## config.mk

```make
export PLATFORM = sky130hd
export DESIGN_NAME = adc_ladder_keypad_scanner_core
export DESIGN_NICKNAME = d
export VERILOG_FILES = /design/src/design/akps_pkg.sv /design/src/design/adc_ladder_keypad_scanner_core.sv /design/src/design/akps_cfg.sv /design/src/design/akps_matcher.sv /design/src/design/akps_event.sv
export SDC_FILE = /design/constraint.sdc
export NUM_CORES = 2
export LEC_CHECK = 0
export BUFFER_PORTS_ARGS = -buffer_cell sky130_fd_sc_hd__buf_2
export CAP_MARGIN = 20
export CORE_MARGIN = 5
export CORE_UTILIZATION = 58
export DETAILED_ROUTE_END_ITERATION = 7
export HOLD_SLACK_MARGIN = 0.08
export PLACE_DENSITY = 0.88
export SYNTH_ARGS = -nofsm -noshare
export SYNTH_HDL_FRONTEND = slang
export SYNTH_SLANG_ARGS = --single-unit
```

## constraint.sdc

```tcl
create_clock -name clk -period 7 [get_ports clk]
set_clock_uncertainty 0.05 [all_clocks]
set_input_delay 1.05 -clock clk [delete_from_list [all_inputs] [get_ports clk]]
set_output_delay 1.05 -clock clk [all_outputs]
set_load 0.1 [all_outputs]
```

## src/design/akps_pkg.sv

```systemverilog
// ----------------------------------------------------------------------------
// akps_pkg
// Types and constants shared by the ADC ladder keypad scanner modules.
// ----------------------------------------------------------------------------
package akps_pkg;

	localparam int SlotsMax  = 12;
	localparam int SlotW     = 16;
	localparam int NominalW  = 11;
	localparam int CodeW     = 5;
	localparam int TableW    = SlotsMax * SlotW;

	// window top is capped here
	localparam logic [11:0] AdcFull = 12'd1024;
	// previous raw key after reset: matches no key
	localparam logic [CodeW-1:0] NoKey = 5'd31;

	// register reset values
	localparam logic [29:0] SpecialRst  = 30'd518423626;
	localparam logic [9:0]  DevRst      = 10'd20;
	localparam logic [7:0]  LongRst     = 8'd15;
	localparam logic [7:0]  PowerOffRst = 8'd30;
	localparam logic [31:0] RepeatRst   = 32'd32768150;

	// configuration register indexes
	localparam logic [2:0] RegKeyLow   = 3'd0;
	localparam logic [2:0] RegKeyMid   = 3'd1;
	localparam logic [2:0] RegKeyHigh  = 3'd2;
	localparam logic [2:0] RegSpecial  = 3'd3;
	localparam logic [2:0] RegDev      = 3'd4;
	localparam logic [2:0] RegLong     = 3'd5;
	localparam logic [2:0] RegPowerOff = 3'd6;
	localparam logic [2:0] RegRepeat   = 3'd7;

	// event kinds
	localparam logic [1:0] KindPressed  = 2'd0;
	localparam logic [1:0] KindReleased = 2'd1;
	localparam logic [1:0] KindContinue = 2'd2;

	typedef struct packed {
		logic [TableW-1:0] key_table;
		logic [29:0]       special_codes;
		logic [9:0]        deviation;
		logic [7:0]        long_limit;
		logic [7:0]        poweroff_limit;
		logic [31:0]       repeat_timing;
	} cfg_t;

	typedef struct packed {
		logic [1:0]       kind;
		logic [CodeW-1:0] key;
		logic             valid;
	} evt_t;

endpackage

```

## src/design/adc_ladder_keypad_scanner_core.sv

```systemverilog
// ----------------------------------------------------------------------------
// adc_ladder_keypad_scanner_core
// ADC resistor-ladder keypad scanner with debounce, long press and repeat.
// ----------------------------------------------------------------------------
// One input beat is one scan (ADC sample and millisecond time) and gives
// exactly one output beat. The block sustains one scan per clock cycle
// while the output takes its results; a result passes through the input
// register, the key register after the window comparators and the result register.
// Each pipeline register stalls independently, so input beats are still
// taken while a result waits on the output, until the input and key
// registers are both full. No clearing pass after reset.
// Write configuration only while the scanner is idle.
module adc_ladder_keypad_scanner_core #(
	parameter int TABLE_SLOTS = 12
) (
	input  logic        clk,
	input  logic        arst_n,
	// scan input
	input  logic        s_tvalid,
	output logic        s_tready,
	input  logic [47:0] s_tdata,   // adc_sample[10:0], time_ms[42:11], zero fill
	// event output
	output logic        m_tvalid,
	input  logic        m_tready,
	output logic [7:0]  m_tdata,   // event_valid[0], event_key[5:1], event_kind[7:6]
	// configuration
	input  logic        cfg_we,
	input  logic [2:0]  cfg_index,
	input  logic [63:0] cfg_data
);

	akps_pkg::cfg_t              cfg;
	logic                        vld_s1;
	logic [akps_pkg::NominalW-1:0] sample_s1;
	logic [31:0]                 time_s1;
	logic                        vld_s2;
	logic [akps_pkg::CodeW-1:0]  key_s2;
	logic [31:0]                 time_s2;
	logic                        out_vld_q;
	akps_pkg::evt_t              result_q;
	logic [akps_pkg::CodeW-1:0]  raw_key;
	akps_pkg::evt_t              evt;
	logic                        rdy_out;
	logic                        rdy_s2;
	logic                        rdy_s1;
	logic                        go;

	akps_cfg u_cfg (
		.clk       (clk),
		.arst_n    (arst_n),
		.cfg_we    (cfg_we),
		.cfg_index (cfg_index),
		.cfg_data  (cfg_data),
		.cfg       (cfg)
	);

	// per-stage flow control
	assign rdy_out  = !out_vld_q || m_tready;
	assign rdy_s2   = !vld_s2 || rdy_out;
	assign rdy_s1   = !vld_s1 || rdy_s2;
	assign go       = vld_s2 && rdy_out;
	assign s_tready = rdy_s1;

	// input register
	always_ff @(posedge clk or negedge arst_n) begin
		if (!arst_n)
			vld_s1 <= 1'b0;
		else if (rdy_s1)
			vld_s1 <= s_tvalid;
	end

	always_ff @(posedge clk) begin
		if (rdy_s1 && s_tvalid) begin
			sample_s1 <= s_tdata[10:0];
			time_s1   <= s_tdata[42:11];
		end
	end

	akps_matcher #(
		.TABLE_SLOTS (TABLE_SLOTS)
	) u_matcher (
		.key_table (cfg.key_table),
		.deviation (cfg.deviation),
		.sample    (sample_s1),
		.key       (raw_key)
	);

	// raw key register
	always_ff @(posedge clk or negedge arst_n) begin
		if (!arst_n)
			vld_s2 <= 1'b0;
		else if (rdy_s2)
			vld_s2 <= vld_s1;
	end

	always_ff @(posedge clk) begin
		if (rdy_s2 && vld_s1) begin
			key_s2  <= raw_key;
			time_s2 <= time_s1;
		end
	end

	akps_event u_event (
		.clk     (clk),
		.arst_n  (arst_n),
		.go      (go),
		.key     (key_s2),
		.time_ms (time_s2),
		.cfg     (cfg),
		.evt     (evt)
	);

	// result register
	always_ff @(posedge clk or negedge arst_n) begin
		if (!arst_n)
			out_vld_q <= 1'b0;
		else if (rdy_out)
			out_vld_q <= vld_s2;
	end

	always_ff @(posedge clk) begin
		if (go)
			result_q <= evt;
	end

	assign m_tvalid = out_vld_q;
	assign m_tdata  = result_q;

endmodule

```

## src/design/akps_cfg.sv

```systemverilog
// ----------------------------------------------------------------------------
// akps_cfg
// Configuration register file, written through a plain write port.
// ----------------------------------------------------------------------------
module akps_cfg (
	input  logic                clk,
	input  logic                arst_n,
	input  logic                cfg_we,
	input  logic [2:0]          cfg_index,
	input  logic [63:0]         cfg_data,
	output akps_pkg::cfg_t      cfg
);

	akps_pkg::cfg_t cfg_q;

	// register writes, one index per beat
	always_ff @(posedge clk or negedge arst_n) begin
		if (!arst_n) begin
			cfg_q.key_table      <= '0;
			cfg_q.special_codes  <= akps_pkg::SpecialRst;
			cfg_q.deviation      <= akps_pkg::DevRst;
			cfg_q.long_limit     <= akps_pkg::LongRst;
			cfg_q.poweroff_limit <= akps_pkg::PowerOffRst;
			cfg_q.repeat_timing  <= akps_pkg::RepeatRst;
		end else if (cfg_we) begin
			unique case (cfg_index)
				akps_pkg::RegKeyLow:   cfg_q.key_table[63:0]    <= cfg_data;
				akps_pkg::RegKeyMid:   cfg_q.key_table[127:64]  <= cfg_data;
				akps_pkg::RegKeyHigh:  cfg_q.key_table[191:128] <= cfg_data;
				akps_pkg::RegSpecial:  cfg_q.special_codes      <= cfg_data[29:0];
				akps_pkg::RegDev:      cfg_q.deviation          <= cfg_data[9:0];
				akps_pkg::RegLong:     cfg_q.long_limit         <= cfg_data[7:0];
				akps_pkg::RegPowerOff: cfg_q.poweroff_limit     <= cfg_data[7:0];
				akps_pkg::RegRepeat:   cfg_q.repeat_timing      <= cfg_data[31:0];
			endcase
		end
	end

	assign cfg = cfg_q;

endmodule

```

## src/design/akps_matcher.sv

```systemverilog
// ----------------------------------------------------------------------------
// akps_matcher
// Parallel window comparators: maps one ADC sample to a raw key code.
// ----------------------------------------------------------------------------
module akps_matcher #(
	parameter int TABLE_SLOTS = 12
) (
	input  logic [akps_pkg::TableW-1:0]  key_table,
	input  logic [9:0]                   deviation,
	input  logic [akps_pkg::NominalW-1:0] sample,
	output logic [akps_pkg::CodeW-1:0]   key
);

	// one comparator per slot; the last matching slot wins
	always_comb begin
		logic [akps_pkg::NominalW-1:0] nominal;
		logic [akps_pkg::CodeW-1:0]    code;
		logic [akps_pkg::NominalW-1:0] lo;
		logic [11:0]                   hi;
		nominal = '0;
		code    = '0;
		lo      = '0;
		hi      = '0;
		key     = '0;
		for (int s = 0; s < TABLE_SLOTS; s++) begin
			nominal = key_table[s*akps_pkg::SlotW +: akps_pkg::NominalW];
			code    = key_table[s*akps_pkg::SlotW + akps_pkg::NominalW +: akps_pkg::CodeW];
			// bottom floored at zero
			if (nominal <= {1'b0, deviation})
				lo = '0;
			else
				lo = nominal - {1'b0, deviation};
			// top capped at full scale
			hi = {1'b0, nominal} + {2'b00, deviation};
			if (hi > akps_pkg::AdcFull)
				hi = akps_pkg::AdcFull;
			if (code != '0 && sample >= lo && {1'b0, sample} <= hi)
				key = code;
		end
	end

endmodule

```

## src/design/akps_event.sv

```systemverilog
// ----------------------------------------------------------------------------
// akps_event
// Debounce, short/long press stages, event generation and repeat timing.
// ----------------------------------------------------------------------------
module akps_event (
	input  logic                        clk,
	input  logic                        arst_n,
	input  logic                        go,
	input  logic [akps_pkg::CodeW-1:0]  key,
	input  logic [31:0]                 time_ms,
	input  akps_pkg::cfg_t              cfg,
	output akps_pkg::evt_t              evt
);

	typedef struct packed {
		logic [akps_pkg::CodeW-1:0] val;
		logic [7:0]                 cnt;
	} hold_t;

	logic [akps_pkg::CodeW-1:0] prev_key_q;
	logic [1:0]                 stable_q;
	logic [7:0]                 ok_cnt_q;
	logic [7:0]                 photo_cnt_q;
	logic [7:0]                 power_cnt_q;
	logic [akps_pkg::CodeW-1:0] reported_q;
	logic [31:0]                deadline_q;

	logic [1:0]                 stable_inc;
	logic                       debounced;
	hold_t                      ok_h;
	hold_t                      photo_h;
	hold_t                      power_h;
	logic [akps_pkg::CodeW-1:0] val;
	logic [31:0]                since;
	logic                       repeat_due;
	logic [31:0]                deadline_d;

	// one short/long stage: counts while held, passes a short press on release
	function automatic hold_t hold_stage(
		input logic [akps_pkg::CodeW-1:0] v,
		input logic [akps_pkg::CodeW-1:0] code,
		input logic [akps_pkg::CodeW-1:0] long_code,
		input logic [7:0]                 limit,
		input logic [7:0]                 cnt
	);
		hold_t r;
		r.val = v;
		r.cnt = cnt;
		if (v == code) begin
			if (cnt < limit)
				r.cnt = cnt + 8'd1;
			r.val = (r.cnt >= limit) ? long_code : '0;
		end else begin
			if (cnt != 8'd0 && cnt < limit)
				r.val = code;
			r.cnt = '0;
		end
		return r;
	endfunction

	// debounce: every second identical scan
	assign stable_inc = (key == prev_key_q) ? stable_q + 2'd1 : 2'd1;
	assign debounced  = stable_inc >= 2'd2;

	// ok, photo and power stages chained in that order
	assign ok_h    = hold_stage(key, cfg.special_codes[4:0], cfg.special_codes[19:15],
		cfg.long_limit, ok_cnt_q);
	assign photo_h = hold_stage(ok_h.val, cfg.special_codes[9:5], cfg.special_codes[24:20],
		cfg.long_limit, photo_cnt_q);
	assign power_h = hold_stage(photo_h.val, cfg.special_codes[14:10],
		cfg.special_codes[29:25], cfg.poweroff_limit, power_cnt_q);
	assign val     = power_h.val;

	// repeat timing
	assign since      = time_ms - deadline_q;
	assign repeat_due = (time_ms > deadline_q) && (since >= {16'd0, cfg.repeat_timing[15:0]});

	// event decode
	always_comb begin
		evt        = '0;
		deadline_d = deadline_q;
		if (debounced) begin
			if (val != reported_q) begin
				evt.valid  = 1'b1;
				evt.key    = (val != '0) ? val : reported_q;
				evt.kind   = (val != '0) ? akps_pkg::KindPressed : akps_pkg::KindReleased;
				deadline_d = time_ms + {16'd0, cfg.repeat_timing[31:16]};
			end else if (val != '0 && repeat_due) begin
				evt.valid  = 1'b1;
				evt.key    = val;
				evt.kind   = akps_pkg::KindContinue;
				deadline_d = time_ms;
			end
		end
	end

	// scanner state, updated once per scan
	always_ff @(posedge clk or negedge arst_n) begin
		if (!arst_n) begin
			prev_key_q  <= akps_pkg::NoKey;
			stable_q    <= '0;
			ok_cnt_q    <= '0;
			photo_cnt_q <= '0;
			power_cnt_q <= '0;
			reported_q  <= '0;
			deadline_q  <= '0;
		end else if (go) begin
			prev_key_q <= key;
			stable_q   <= debounced ? 2'd0 : stable_inc;
			if (debounced) begin
				ok_cnt_q    <= ok_h.cnt;
				photo_cnt_q <= photo_h.cnt;
				power_cnt_q <= power_h.cnt;
				reported_q  <= val;
				deadline_q  <= deadline_d;
			end
		end
	end

endmodule

```

* After elaboration in Yosys (flattened, before gate mapping)
Cells that the tools add are included.
** Word-level totals
- Flip-flop bits (word level) :: 439
- Output and inout port bits :: 10
- Word-level logic and storage cells :: 249
** Operators by class
- Muxes and demuxes :: 59
- Add/subtract/negate cells :: 30
- Reduce and logical (&&, ||, !) cells :: 66
- Magnitude comparators :: 57
- Equality and inequality tests :: 12
** Operator list (number)
- adder 11 x 10 -> 12 bit :: 12
- > comparator 12 x 11 -> 1 bit (second input constant) :: 12
- less-or-equal comparator 11 x 12 -> 1 bit :: 12
- two-way mux 12 bit :: 12
- >= comparator 11 bit :: 12
- less-or-equal comparator 11 x 10 -> 1 bit :: 12
- two-way mux 11 bit :: 12
- subtractor 11 x 10 -> 11 bit :: 12
- two-way mux 5 bit :: 19
- nonzero test 5 bit :: 13
- two-way mux 32 bit :: 2
- two-way mux 8 bit :: 8
- two-way mux 13 bit :: 3
- adder 32 x 16 -> 32 bit :: 1
- >= comparator 32 x 16 -> 1 bit :: 1
- > comparator 32 bit :: 1
- logical AND 1 bit :: 32
- subtractor 32 bit :: 1
- adder 8 x 1 -> 8 bit (second input constant) :: 3
- >= comparator 8 bit :: 3
- less-than comparator 8 bit :: 3
- nonzero test 8 bit :: 3
- == test 5 bit :: 4
- AND reduction 2 bit :: 9
- other kinds (13) :: 22

* Longest topological paths before layout
- Word-level depth :: 20
- Gate-level depth with buffers :: 33

* Hierarchy
From an unflattened synthesis, not the netlist that was laid out.
** Unflattened totals
- Cells, all modules :: 4415
- Area total of the unflattened synthesis :: 41378.4 µm²
** Modules (own cells, without submodules)
- akps_matcher :: area each 18396.4 µm², sequential area each 0.0 µm², cells each 2533, times used 1
- akps_cfg :: area each 11193.2 µm², sequential area each 7049.3 µm², cells each 600, times used 1
- akps_event :: area each 9001.1 µm², sequential area each 1707.9 µm², cells each 1182, times used 1
- adc_ladder_keypad_scanner_core :: area each 2787.7 µm², sequential area each 2717.6 µm², cells each 100, times used 1

* Worst setup path before layout
No wires, ideal clock.
- Kind :: register -> register
- Start :: register u_cfg.cfg[49] (netlist name)
- End :: register key_s2[0] (netlist name) (data pin)
- Period minus slack after synthesis :: 6.994 ns
- Slack :: 0.006 ns
- Stages on the path, launching flop included :: 30
- Arrival time :: 6.635 ns
- Cell sequence :: dfrtp_1 inv_1 fa_1 o21bai_1 a21oi_1 o21bai_1 a21oi_1 nor2_1 nor2_1 nor2_1 nor2_1 xnor2_1 nand3_1 o2bb2a_1 o32ai_1 nand2_1 ha_1 a21o_1 a21o_1 a21oi_1 o21ai_0 a221oi_1 o22a_1 a21boi_0 or2_2 clkbuf_1 o311a_1 o211ai_1 o21ai_0 a41oi_1
** Between the ends
- Cells in the longest elaborated chain, start to end :: 17
- Elaborated cells between the ends (all ways) :: 132
** Ends and longest elaborated chain
- adder 11 x 10 -> 12 bit, or another cell as far along :: line akps_matcher.sv:34 : hi = {1'b0, nominal} + {2'b00, deviation};
- > comparator 12 x 11 -> 1 bit / two-way mux 11 bit (equally long branches) :: line akps_matcher.sv:35, akps_matcher.sv:29
- two-way mux 12 bit / >= comparator 11 bit (equally long branches) :: line akps_matcher.sv:35, akps_matcher.sv:37
- less-or-equal comparator 11 x 12 -> 1 bit / logical AND 1 bit (equally long branches) :: line akps_matcher.sv:37 : if (code != '0 && sample >= lo && {1'b0, sample} <= hi)
- logical AND 1 bit :: line akps_matcher.sv:37
- two-way mux 5 bit (11 in series) :: line akps_matcher.sv:37
- two-way mux 5 bit * :: line akps_matcher.sv:37
- named net raw_key, one bit :: line adc_ladder_keypad_scanner_core.sv:41 : logic [akps_pkg::CodeW-1:0] raw_key;
- end signal, assigned :: line adc_ladder_keypad_scanner_core.sv:98 : key_s2 <= raw_key;
- end, declared :: line adc_ladder_keypad_scanner_core.sv:37 : logic [akps_pkg::CodeW-1:0] key_s2;
The timed path passes the listed nets; every way through them passes the cells marked *.
A chain may end at the register's enable or synchronous reset.

* Final worst setup path
- Start :: register u_cfg.cfg[50] (netlist name)
- End :: register key_s2[1] (netlist name) (data pin)
** Between the ends
- Cells in the longest elaborated chain, start to end :: 17
- Elaborated cells between the ends (all ways) :: 132
** Ends and longest elaborated chain (line)
- adder 11 x 10 -> 12 bit, or another cell as far along :: akps_matcher.sv:34
- > comparator 12 x 11 -> 1 bit / two-way mux 11 bit (equally long branches) :: akps_matcher.sv:35, akps_matcher.sv:29
- two-way mux 12 bit / >= comparator 11 bit (equally long branches) :: akps_matcher.sv:35, akps_matcher.sv:37
- less-or-equal comparator 11 x 12 -> 1 bit / logical AND 1 bit (equally long branches) :: akps_matcher.sv:37
- logical AND 1 bit :: akps_matcher.sv:37
- two-way mux 5 bit (11 in series) :: akps_matcher.sv:37
- two-way mux 5 bit * :: akps_matcher.sv:37
- named net raw_key, one bit :: adc_ladder_keypad_scanner_core.sv:41
Marked as above.

==> flow_summary.json <==
{
  "drive_gt1_share_pct": 15.1,
  "rows": 95,
  "yosysMostFrequentCell": "ha_1",
  "critPathTopFamily": "compound AO/OA/AOI/OAI gates",
  "synth_edf_count": 88,
  "final-seq-area_um2": 11500,
  "num_vias": 33768,
  "min_period_ns": 6.86,
  "clk_pin_slew_ns": 0.07,
  "cts_sinks": 439,
  "antenna_found_initial": 11,
  "status": "completed",
  "fin_ws_ns": 0.143,
  "placed_area_um2": 41400,
  "leakage_uw": 0.0193,
  "hold_viol": 0,
  "ant_nets": 0,
  "initial_utilization_pct": 58.7,
  "io_buffers": 124,
  "ir_worst_vdd_mv": 0.218,
  "reg2reg_to": "key_s2[1]$_DFFE_PP_",
  "path_max_fanout": 10,
  "final.fill_count": 5109,
  "design_area_um2": 43200,
  "clk_path_buf_depth": 3,
  "coreArea_um2": 67300,
  "synth.distinct_cells": 103,
  "holdPathStages": 0,
  "max_freq_ghz": 0.146,
  "ys_ff_latch": 439,
  "synth_commonest_cells": "ha_1, nand2_1, dfrtp_1, a21oi_1, inv_1",
  "place_inst": 5213,
  "end_kind": "flop",
  "grt_pass1_vias": 33195,
  "die-area_um2": 73400,
  "grt_start_max_net_pins": 134,
  "gr-total-overflow": 0,
  "pre_cts_ws_ns": 0.121,
  "rr_startpoint": "u_cfg.cfg[50]$_DFFE_PN1P_",
  "crit_path_top_delay_cell": "dfstp_2",
  "netlist_area_um2": 39500,
  "syn_to_final_growth_pct": 9.52,
  "tns_ns": 0,
  "hpwl_um": 82300,
  "yosysTopAreaCell": "dfrtp_1",
  "drc": 0,
  "detail_route.wirelength_um": 113000,
  "die_height_um": 271,
  "multi_input_area_um2": 26600,
  "cp_common_cell": "a21o_1",
  "relSlewSlack_pct": 26.8,
  "dieWidth_um": 271,
  "cts_buffers": 49,
  "final_net_count": 5160,
  "postSynthCellCount": 4240,
  "ys_top_cells_by_area": "dfrtp_1, ha_1, mux2_2",
  "gp_congestion": 0.965,
  "ios": 130,
  "synth_nets": 5005,
  "synth-seq-area-share_pct": 29.1,
  "crit_required_ns": 7.33,
  "worst_pin_slew_ns": 1.10,
  "synth-main-ff-cell": "dfrtp_1",
  "r2r_slack_ns": 0.14,
  "hold_path.class": "reg2reg",
  "clock_latency_ns": 0.62,
  "viasPerCell": 6.35,
  "drt_iter0_markers": 3019,
  "crit_type": "reg2reg",
  "start_kind": "flop",
  "cts_max_level": 2,
  "r2r_cells": 29,
  "cts_tree": "built",
  "synth_warnings": 0,
  "cp.arrival_ns": 7.19,
  "min_from": "time_s1[19]$_DFFE_PP_",
  "first_pass_iters": 5,
  "cts_root_buffer": "clkbuf_16",
  "fin_crit_sh_pct": 98.0,
  "path_buf_inv": 3,
  "ys_async_sr_fraction_pct": 80.0,
  "finalMaxSlewViolations": 0,
  "max_stage_delay_ns": 0.56,
  "grt_usage_pct": 29.6,
  "maxCapViolCount": 0,
  "finalNonFillerCells": 5317,
  "grt_pass1_wl_um": 176000,
  "pwr_density_cell_nw_per_um2": 396,
  "hold_end": "time_s2[19]$_DFFE_PP_",
  "detail_route.wl_per_cell_um": 21.3,
  "syn_avg_cell_area_um2": 9.31,
  "synth_top_area_share_pct": 19.8,
  "finalSetupViolCount": 0
}
-- placed cells by master, fill, tap and decap left out, types with 11 or more instances in the layout --
| cell type | instances |
|---|---|
| a211oi_1 | 31 |
| a21boi_0 | 13 |
| a21o_1 | 77 |
| a21oi_1 | 305 |
| a31oi_1 | 36 |
| a41oi_1 | 16 |
| and2_1 | 21 |
| and3_1 | 17 |
| and4_1 | 12 |
| buf_2 | 123 |
| buf_4 | 90 |
| clkbuf_16 | 50 |
| dfrtp_1 | 312 |
| dfstp_2 | 39 |
| edfxtp_1 | 88 |
| fa_1 | 26 |
| ha_1 | 615 |
| inv_1 | 280 |
| mux2_2 | 249 |
| mux2i_1 | 11 |
| nand2_1 | 359 |
| nand2b_1 | 110 |
| nand3_1 | 89 |
| nand3b_1 | 14 |
| nand4_1 | 80 |
| nor2_1 | 230 |
| nor2b_1 | 74 |
| nor3_1 | 36 |
| nor4_1 | 29 |
| o211ai_1 | 24 |
| o21a_1 | 72 |
| o21ai_0 | 184 |
| o21ai_1 | 11 |
| o21bai_1 | 140 |
| o22ai_1 | 16 |
| o31ai_1 | 11 |
| o32a_1 | 12 |
| or2_2 | 21 |
| xnor2_1 | 190 |
| xor2_1 | 73 |
-- cell families (layout without fill, tap and decap cells) --
logic type                 after synthesis  count (layout)  synth area share [%]
adders and majority gates              645             645                  20.9
and+or+nand+nor                       1141            1141                  14.3
buffers and inverters                  395             590                  3.83
other                                    0               9                     0
xor gates and xnor gates               263             263                  5.84
muxes                                  261             261                  7.42
DFF                                    439             439                  29.1
AOI/OAI and AO/OA                     1096            1096                  18.6
-- how the worst max path moves through the flow --
stage | startpoint | cells past startpoint | to
finish | u_cfg.cfg[50]$_DFFE_PN1P_ | 29 | key_s2[1]$_DFFE_PP_
global route | u_cfg.cfg[50]$_DFFE_PN1P_ | 31 | key_s2[1]$_DFFE_PP_
CTS | u_event.ok_cnt_q[6]$_DFFE_PN0P_ | 22 | u_event.deadline_q[16]$_DFFE_PN0P_
detailed placement | u_event.ok_cnt_q[6]$_DFFE_PN0P_ | 22 | u_event.deadline_q[16]$_DFFE_PN0P_
global placement | u_event.ok_cnt_q[6]$_DFFE_PN0P_ | 23 | u_event.deadline_q[17]$_DFFE_PN0P_
floorplan | u_cfg.cfg[49]$_DFFE_PN0P_ | 29 | key_s2[0]$_DFFE_PP_
-- repair_timing --
action	in CTS	in global routing
setup endpoints to repair	0	44
setup buffers	0	4
resized for setup	0	31
hold buffers	0	0
-- worst reg2reg max path, delay by kind of cell (launching register included) --
kind	cells	cell delay [ns]
buffers and inverters	3	0.71
DFF	1	0.56
AOI/OAI and AO/OA	22	4.40
and+or+nand+nor	2	0.24
adders and majority gates	2	0.69
-- per-layer routing --
layer	GRT usage [%]	vias up	part of all wire [%]
li1	-	15675	-
met1	39.0	16073	40
met2	46.8	1590	44
met3	5.69	426	10
met4	14.7	4	5.8
met5	0	-	0.012
-- registers in the layout, indices dropped and copies added (netlist names) --
signal / cells
time_s2: 32
m_tvalid: 1
sample_s1: 11
u_event.power_cnt_q: 8
u_event.stable_q: 2
m_tdata: 8
u_event.photo_cnt_q: 8
time_s1: 32
vld_s2: 1
u_event.reported_q: 5
key_s2: 5
u_event.deadline_q: 32
u_event.ok_cnt_q: 8
u_cfg.cfg: 280
u_event.prev_key_q: 5
vld_s1: 1
-- layout make-up --
type / instances / area share (%)
flip-flops and latches: 439 / 26.5
diodes: 9 / 0.0521
inverters: 282 / 2.46
multi-input cells: 3406 / 61.5
clock buffers: 59 / 3.02
repair buffers: 217 / 3.12
well taps: 873 / 2.53
clock inverters: 32 / 0.735
-- metrics by stage --
step	hold slack [ns]	total power [uW]	util, %
finish	0.366	17100	64.3
global route	0.374	18400	64.2
CTS	0.368	16800	64.0
detailed placement	0.355	14100	61.6
global placement	0.352	13600	61.6
floorplan	0.350	11500	-
-- report_power, final --
part / leakage (uW) / internal [uW] / switching, uW / total (uW)
Combinational: 0.0135 / 4540 / 6200 / 10700
Sequential: 0.00504 / 3220 / 516 / 3740
Clock: 0.000790 / 1470 / 1170 / 2640
Note: power is estimated with default switching activity, not from simulation.
